==> src/rtl/esd_pkg.sv <==
`timescale 1ns / 1ps

package esd_pkg;

  // decoder mode, one-hot
  typedef enum logic [3:0] {
    MODE_NORMAL = 4'b0001,
    MODE_ESCAPE = 4'b0010,
    MODE_HEX1   = 4'b0100,
    MODE_HEX2   = 4'b1000
  } mode_t;

  // one decoded result for the output register
  typedef struct packed {
    logic       emit;
    logic       valid;
    logic       last;
    logic [7:0] data;
  } result_t;

  localparam logic [7:0] CHAR_BACKSLASH = 8'h5C;
  localparam logic [7:0] CHAR_LOWER_X   = 8'h78;
  localparam logic [7:0] CHAR_UPPER_X   = 8'h58;
  localparam logic [7:0] CHAR_PLUS      = 8'h2B;
  localparam logic [7:0] CHAR_MINUS     = 8'h2D;
  localparam logic [7:0] CHAR_SPACE     = 8'h20;
  localparam logic [7:0] CHAR_NUL       = 8'h00;
  localparam logic [7:0] HEX_BASE       = 8'd16;

  // {is_digit, value}
  function automatic logic [4:0] hex_digit(input logic [7:0] c);
    logic [4:0] r;
    r = 5'd0;
    if (c >= 8'h30 && c <= 8'h39) begin
      r = {1'b1, 4'(c - 8'h30)};
    end else if (c >= 8'h61 && c <= 8'h66) begin
      r = {1'b1, 4'(c - 8'h61 + 8'd10)};
    end else if (c >= 8'h41 && c <= 8'h46) begin
      r = {1'b1, 4'(c - 8'h41 + 8'd10)};
    end
    return r;
  endfunction

  function automatic logic is_space(input logic [7:0] c);
    return (c == CHAR_SPACE) || (c >= 8'h09 && c <= 8'h0D);
  endfunction

  // strtol-style base-16 parse of a two-character window, low byte
  function automatic logic [7:0] hex_pair(input logic [7:0] a, input logic [7:0] b);
    logic [4:0] ha;
    logic [4:0] hb;
    logic [7:0] lo;
    logic [7:0] r;
    ha = hex_digit(a);
    hb = hex_digit(b);
    lo = {4'b0000, hb[3:0]};
    r  = 8'd0;
    if (is_space(a) || a == CHAR_PLUS) begin
      r = hb[4] ? lo : 8'd0;
    end else if (a == CHAR_MINUS) begin
      r = hb[4] ? 8'(8'd0 - lo) : 8'd0;
    end else if (ha[4]) begin
      r = hb[4] ? 8'({4'b0000, ha[3:0]} * HEX_BASE + lo) : {4'b0000, ha[3:0]};
    end
    return r;
  endfunction

  // {hit, byte} for a simple escape letter
  function automatic logic [8:0] simple_escape(input logic [7:0] c);
    logic [8:0] r;
    case (c)
      8'h61:          r = {1'b1, 8'h07};  // a
      8'h62:          r = {1'b1, 8'h08};  // b
      8'h66:          r = {1'b1, 8'h0C};  // f
      8'h6E:          r = {1'b1, 8'h0A};  // n
      8'h72:          r = {1'b1, 8'h0D};  // r
      8'h74:          r = {1'b1, 8'h09};  // t
      8'h76:          r = {1'b1, 8'h0B};  // v
      CHAR_BACKSLASH: r = {1'b1, CHAR_BACKSLASH};
      8'h3F:          r = {1'b1, 8'h3F};  // question mark
      8'h27:          r = {1'b1, 8'h27};  // single quote
      8'h22:          r = {1'b1, 8'h22};  // double quote
      8'h30:          r = {1'b1, 8'h00};  // zero
      default:        r = {1'b0, 8'h00};
    endcase
    return r;
  endfunction

endpackage

==> src/rtl/esd_decode.sv <==
`timescale 1ns / 1ps

module esd_decode (
  input  logic              clk,
  input  logic              rst,
  input  logic              advance,
  input  logic [7:0]        in_char,
  input  logic              in_last,
  output esd_pkg::result_t  res
);

  esd_pkg::mode_t mode;
  esd_pkg::mode_t mode_next;
  logic [7:0]     first_hex;
  logic [7:0]     first_hex_next;
  logic           valid;
  logic [7:0]     data;
  logic [8:0]     esc;

  always_comb begin
    mode_next      = mode;
    first_hex_next = first_hex;
    valid          = 1'b0;
    data           = 8'd0;
    esc            = esd_pkg::simple_escape(in_char);
    unique case (mode)
      esd_pkg::MODE_NORMAL: begin
        if (in_char == esd_pkg::CHAR_BACKSLASH) begin
          mode_next = esd_pkg::MODE_ESCAPE;
        end else begin
          valid = 1'b1;
          data  = in_char;
        end
      end
      esd_pkg::MODE_ESCAPE: begin
        if (esc[8]) begin
          valid     = 1'b1;
          data      = esc[7:0];
          mode_next = esd_pkg::MODE_NORMAL;
        end else if (in_char == esd_pkg::CHAR_LOWER_X || in_char == esd_pkg::CHAR_UPPER_X) begin
          mode_next = esd_pkg::MODE_HEX1;
        end else begin
          // unknown escape drops the backslash
          valid     = 1'b1;
          data      = in_char;
          mode_next = esd_pkg::MODE_NORMAL;
        end
      end
      esd_pkg::MODE_HEX1: begin
        first_hex_next = in_char;
        mode_next      = esd_pkg::MODE_HEX2;
      end
      esd_pkg::MODE_HEX2: begin
        valid     = 1'b1;
        data      = esd_pkg::hex_pair(first_hex, in_char);
        mode_next = esd_pkg::MODE_NORMAL;
      end
      default: begin
        mode_next = esd_pkg::MODE_NORMAL;
      end
    endcase

    // final character flushes an open hex escape
    if (in_last) begin
      if (mode_next == esd_pkg::MODE_HEX1) begin
        valid = 1'b1;
        data  = 8'd0;
      end else if (mode_next == esd_pkg::MODE_HEX2) begin
        valid = 1'b1;
        data  = esd_pkg::hex_pair(first_hex_next, esd_pkg::CHAR_NUL);
      end
      mode_next = esd_pkg::MODE_NORMAL;
    end

    res.emit  = valid | in_last;
    res.valid = valid;
    res.last  = in_last;
    res.data  = valid ? data : 8'd0;
  end

  always_ff @(posedge clk) begin
    if (rst) begin
      mode      <= esd_pkg::MODE_NORMAL;
      first_hex <= 8'd0;
    end else if (advance) begin
      mode      <= mode_next;
      first_hex <= first_hex_next;
    end
  end

endmodule

==> src/rtl/escape_sequence_decoder.sv <==
`timescale 1ns / 1ps

// channel   | signals                          | beat contents
// ----------+----------------------------------+---------------------------------
// s_axis    | tvalid tready tdata tlast        | one escaped character, last flag
// m_axis    | tvalid tready tdata tuser tlast  | decoded byte, byte flag, last flag
//
// one character per cycle sustained unless the output stalls; from input beat to
// output beat: input register, then result register after the decode logic.
// rst is synchronous, clears the valid flags of both registers and the decoder mode.
// a character that decodes to nothing and is not last leaves no output beat;
// a stalled output holds the input register only when its item needs a beat.
module escape_sequence_decoder (
  input  logic       clk,
  input  logic       rst,
  input  logic       s_axis_tvalid,
  output logic       s_axis_tready,
  input  logic [7:0] s_axis_tdata,   // [7:0] in_char
  input  logic       s_axis_tlast,   // in_last
  output logic       m_axis_tvalid,
  input  logic       m_axis_tready,
  output logic [7:0] m_axis_tdata,   // [7:0] out_char
  output logic [0:0] m_axis_tuser,   // [0] out_valid
  output logic       m_axis_tlast    // out_last
);

  logic             in_full;
  logic [7:0]       in_char;
  logic             in_last;
  logic             advance;
  esd_pkg::result_t res;

  // item leaves the input register when it needs no beat or the output has room
  assign advance       = in_full & (~res.emit | ~m_axis_tvalid | m_axis_tready);
  assign s_axis_tready = ~in_full | advance;

  esd_decode u_decode (
    .clk     (clk),
    .rst     (rst),
    .advance (advance),
    .in_char (in_char),
    .in_last (in_last),
    .res     (res)
  );

  always_ff @(posedge clk) begin
    if (rst) begin
      in_full <= 1'b0;
    end else if (s_axis_tvalid && s_axis_tready) begin
      in_full <= 1'b1;
    end else if (advance) begin
      in_full <= 1'b0;
    end
  end

  always_ff @(posedge clk) begin
    if (s_axis_tvalid && s_axis_tready) begin
      in_char <= s_axis_tdata;
      in_last <= s_axis_tlast;
    end
  end

  always_ff @(posedge clk) begin
    if (rst) begin
      m_axis_tvalid <= 1'b0;
    end else if (advance && res.emit) begin
      m_axis_tvalid <= 1'b1;
    end else if (m_axis_tready) begin
      m_axis_tvalid <= 1'b0;
    end
  end

  always_ff @(posedge clk) begin
    if (advance && res.emit) begin
      m_axis_tdata    <= res.data;
      m_axis_tuser[0] <= res.valid;
      m_axis_tlast    <= res.last;
    end
  end

endmodule

==> config.mk <==
export PLATFORM = sky130hd
export DESIGN_NAME = escape_sequence_decoder
export DESIGN_NICKNAME = d
export VERILOG_FILES = /design/src/rtl/esd_pkg.sv /design/src/rtl/esd_decode.sv /design/src/rtl/escape_sequence_decoder.sv
export SDC_FILE = /design/constraint.sdc
export NUM_CORES = 1
export LEC_CHECK = 0
export ABC_AREA = 1
export CAP_MARGIN = 30
export CORE_MARGIN = 2
export CORE_UTILIZATION = 65
export CTS_CLUSTER_DIAMETER = 80
export DETAILED_ROUTE_END_ITERATION = 12
export DONT_BUFFER_PORTS = 1
export PLACE_DENSITY = 0.81
export REMOVE_ABC_BUFFERS = 1
export SYNTH_ARGS = -nofsm -noshare
export SYNTH_HDL_FRONTEND = slang
export SYNTH_HIERARCHICAL = 1
export SYNTH_SLANG_ARGS = --single-unit
export TNS_END_PERCENT = 50
==> constraint.sdc <==
create_clock -name clk -period 8.55 [get_ports clk]
set_input_delay 0.4275 -clock clk [delete_from_list [all_inputs] [get_ports clk]]
set_output_delay 0.4275 -clock clk [all_outputs]
set_load 0.02 [all_outputs]
==> metrics.md <==
| Metric | Value |
|---|---|
| Outcome | `finished clean` |
| Final setup TNS | `0 ns` |
| Synthesis Warnings | `6` |
| Multi-input logic area | `between 1500 and 2000 um2` |
| Pre-antenna DRT Iters | `6` |
| Period utilization | `approximately two fifths` |
| Sequential area share after synthesis | `between 30% and 40%` |
| Number of setup violations in the final report | `0` |
| Leading area contributor after synthesis | `edfxtp_1` |
| FF/Latch Area | `around 850 um2` |
| Wirelength per Cell | `14.7 um` |
| Fillers | `between 300 and 400` |
| Reg2Reg Depth | `14` |
| Initial Util | `slightly below 70%` |
| DP Wirelength | `5.16 mm` |
| Area grow syn2layout | `3.95%` |
| Vias per inst | `between 5 and 6` |
| Worst setup SP type | `flip-flop` |
| Synth cell types | `38` |
| Fin. Hold Viols | `0` |
| Layout cells sized above 1 | `a little under a tenth` |
| # resized after CTS | `0` |
| Yosys top cell area share | `20.5%` |
| Netlist Area Pre-Place | `2790 um2` |
| Via count | `approximately 2,800` |
| TritonCTS buffer count | `5` |
| Worst EP required | `between 8 and 9 ns` |
| Max-slew headroom at the worst pin | `between 40% and 50%` |
| CTS tree | `done` |
| Avg Inst Size Synth | `just under 7 um2` |
| Antenna violations before repair | `0` |
| First-pass GRT wire length | `between 10 and 15 mm` |
| Post-synth EDFFs | `19` |
| Commonest non-fill, non-tap cell in the layout | `nand2_1` |
| Largest net degree at the start of global routing | `20` |
| Post-Syn Instances | `between 400 and 500` |
| I/O Pins | `25` |
| DRC Markers | `0` |
| Worst-path clk slew | `roughly 0.070 ns` |
| Post CTS Setup Buffer Count | `0` |
| Hold Crit Class | `primary input to flip-flop` |
| Reg2Reg Launch Point | `in_char[0]$_DFFE_PP_` |
| Maxcap violations | `0` |
| Worst skew pair latency | `roughly 0.29 ns` |
| Minimum clock period | `approximately 3.5 ns` |
| Most used DFF post-synth | `edfxtp_1` |
| Hold Crit Start | `rst` |
| Number of I/O port buffers | `0` |
| Cts hold-fix bufs | `0` |
| Gr ovfl total | `0` |
| Commonest non-fill, non-tap cells in the layout | `nand2_1, inv_1, nand3_1` |
| Diode count | `0` |
| Std cell rows | `23` |
| Design Power | `~0.00043 W` |
| Synth area leaders | `edfxtp_1, nand2_1, dfxtp_1, nand3_1, inv_1` |
| Pins Over Slew Limit | `0` |
| Arrival time worst endpoint | `about 3.7 ns` |
| Transition time of the tightest slew-check pin | `between 0.7 and 0.8 ns` |
| Pwr per Cell Area | `147 nW/um2` |
| Fmax achieved | `approximately 290 MHz` |
| Detail Route Antenna Nets | `0` |
| Ys async rst share | `0%` |
| Leakage Power | `between 1 and 1.5 nW` |
| Largest fanout on the critical path | `19` |
| CTS root buf | `clkbuf_8` |
| Die H | `approximately 69 um` |
| Hold Path Cell Cnt | `1` |
| Core area | `4060 um2` |
| CTS H-tree lvls | `2` |
| Crit Path Category | `flip-flop to flip-flop` |
| Iter 0 DRT Violations | `~280` |
| RSZ-0062 raised after global routing | `false` |
| Critical Path Sink Type | `flip-flop` |
| Layout net count | `about 440` |
| Routability-driven placement congestion ratio | `0.938` |
| Final Skew | `just over 0.003 ns` |
| Die area | `between 4000 and 5000 um2` |
| Final core utilization | `slightly above 70%` |
| All-Layer GR Usage | `about 30%` |
| Horiz. Die Dim | `69.5 um` |
| Peak supply drop | `between 0.0001 and 0.00015 V` |
| Crit path launch | `in_char[0]$_DFFE_PP_` |
| CTS sink cnt | `33` |
| Register bit total from synthesis | `33` |
| Final Non-Filler Cells | `~460` |
| Number of global-route vias before repair | `roughly 2,500` |
| Clock Path Buffers | `2` |
| Placed Cells | `453` |
| DRT Wirelength | `between 6 and 7 mm` |
-- synth_stat cells, types with 2 or more instances --
cell type / number
nand3b_1: 3
nand3_2: 2
o21ai_2: 5
dfxtp_1: 14
o211ai_1: 5
ha_1: 12
nand3_4: 2
nand3_1: 48
nand4_1: 5
nor2_2: 3
nand2_1: 103
a31oi_1: 3
xor2_1: 4
buf_4: 3
nor3_1: 6
nor2_4: 2
clkbuf_1: 2
a21oi_1: 13
inv_2: 3
o21ai_1: 5
nor2_1: 45
edfxtp_1: 19
o21ai_0: 23
buf_2: 2
nand2_2: 6
buf_6: 4
inv_1: 61
-- power by group --
| group | internal, W | switching, W |
|---|---|---|
| clock network | 0.000106 | 0.0000621 |
| logic | 0.0000211 | 0.0000461 |
| registers | 0.000178 | 0.0000138 |
-- cell families after synthesis --
| kind of cell | after synthesis | synth area share, % |
|---|---|---|
| simple gates | 232 | 39.1 |
| buf+inv | 76 | 11.8 |
| compound gates | 57 | 11.9 |
| flops | 33 | 30.5 |
| fa+ha+maj | 12 | 5.39 |
| xor+xnor | 4 | 1.26 |
-- through the flow --
stage / hold slack [ns] / cell area [um2] / worst slack (ns)
2_1_floorplan: 0.458 / 2700 / 5.75
3_3_place_gp: 0.477 / 2760 / 5.43
3_5_place_dp: 0.483 / 2760 / 5.19
4_1_cts: 0.183 / 2900 / 5.14
5_1_grt: 0.175 / 2900 / 4.62
6_report: 0.187 / 2900 / 5.07
-- critical path: stages, from the launching register on --
cell	delay (ns)
edfxtp_1	0.57
inv_1	0.19
ha_1	0.23
inv_1	0.08
nor3_2	0.19
nand3_1	0.19
nand2_1	0.18
nand2_1	0.08
nor2_1	0.14
nand2_1	0.14
a31oi_1	0.34
clkinv_1	0.48
nor2_1	0.33
nand3_1	0.12
a21oi_1	0.15
-- sequential cells by signal, indices dropped and copies added (netlist names) --
register / count
in_char: 8
m_axis_tdata: 8
u_decode/first_hex: 8
u_decode/mode: 4
in_full: 1
in_last: 1
m_axis_tlast: 1
m_axis_tuser: 1
m_axis_tvalid: 1
-- final timing paths --
| kind | slack [ns] | endpoint |
|---|---|---|
| worst min-delay path | 0.19 | in_full$_SDFFE_PP0P_ |
| worst max register to register | 5.07 | u_decode/mode[1]$_SDFFE_PP0P_ |
| worst min register to register | 0.49 | u_decode/mode[1]$_SDFFE_PP0P_ |
| worst max-delay path | 5.07 | u_decode/mode[1]$_SDFFE_PP0P_ |
-- area by class of cell --
class | instances | share of cell area [%]
Inverter | 65 | 8.42
Tap cell | 50 | 2.16
Clock buffer | 6 | 3.24
Multi-Input combinational cell | 305 | 55.5
Sequential cell | 33 | 29.4
Clock inverter | 2 | 1.34
-- layer usage --
metal / GRT usage, % / vias up / part of all wire (%)
li1: - / 1343 / -
met1: 40.9 / 1228 / 42
met2: 49.5 / 164 / 47
met3: 5.67 / 16 / 9.5
met4: 6.10 / 0 / 1.6
met5: 0 / - / 0
(Power assumes the default switching activity.)
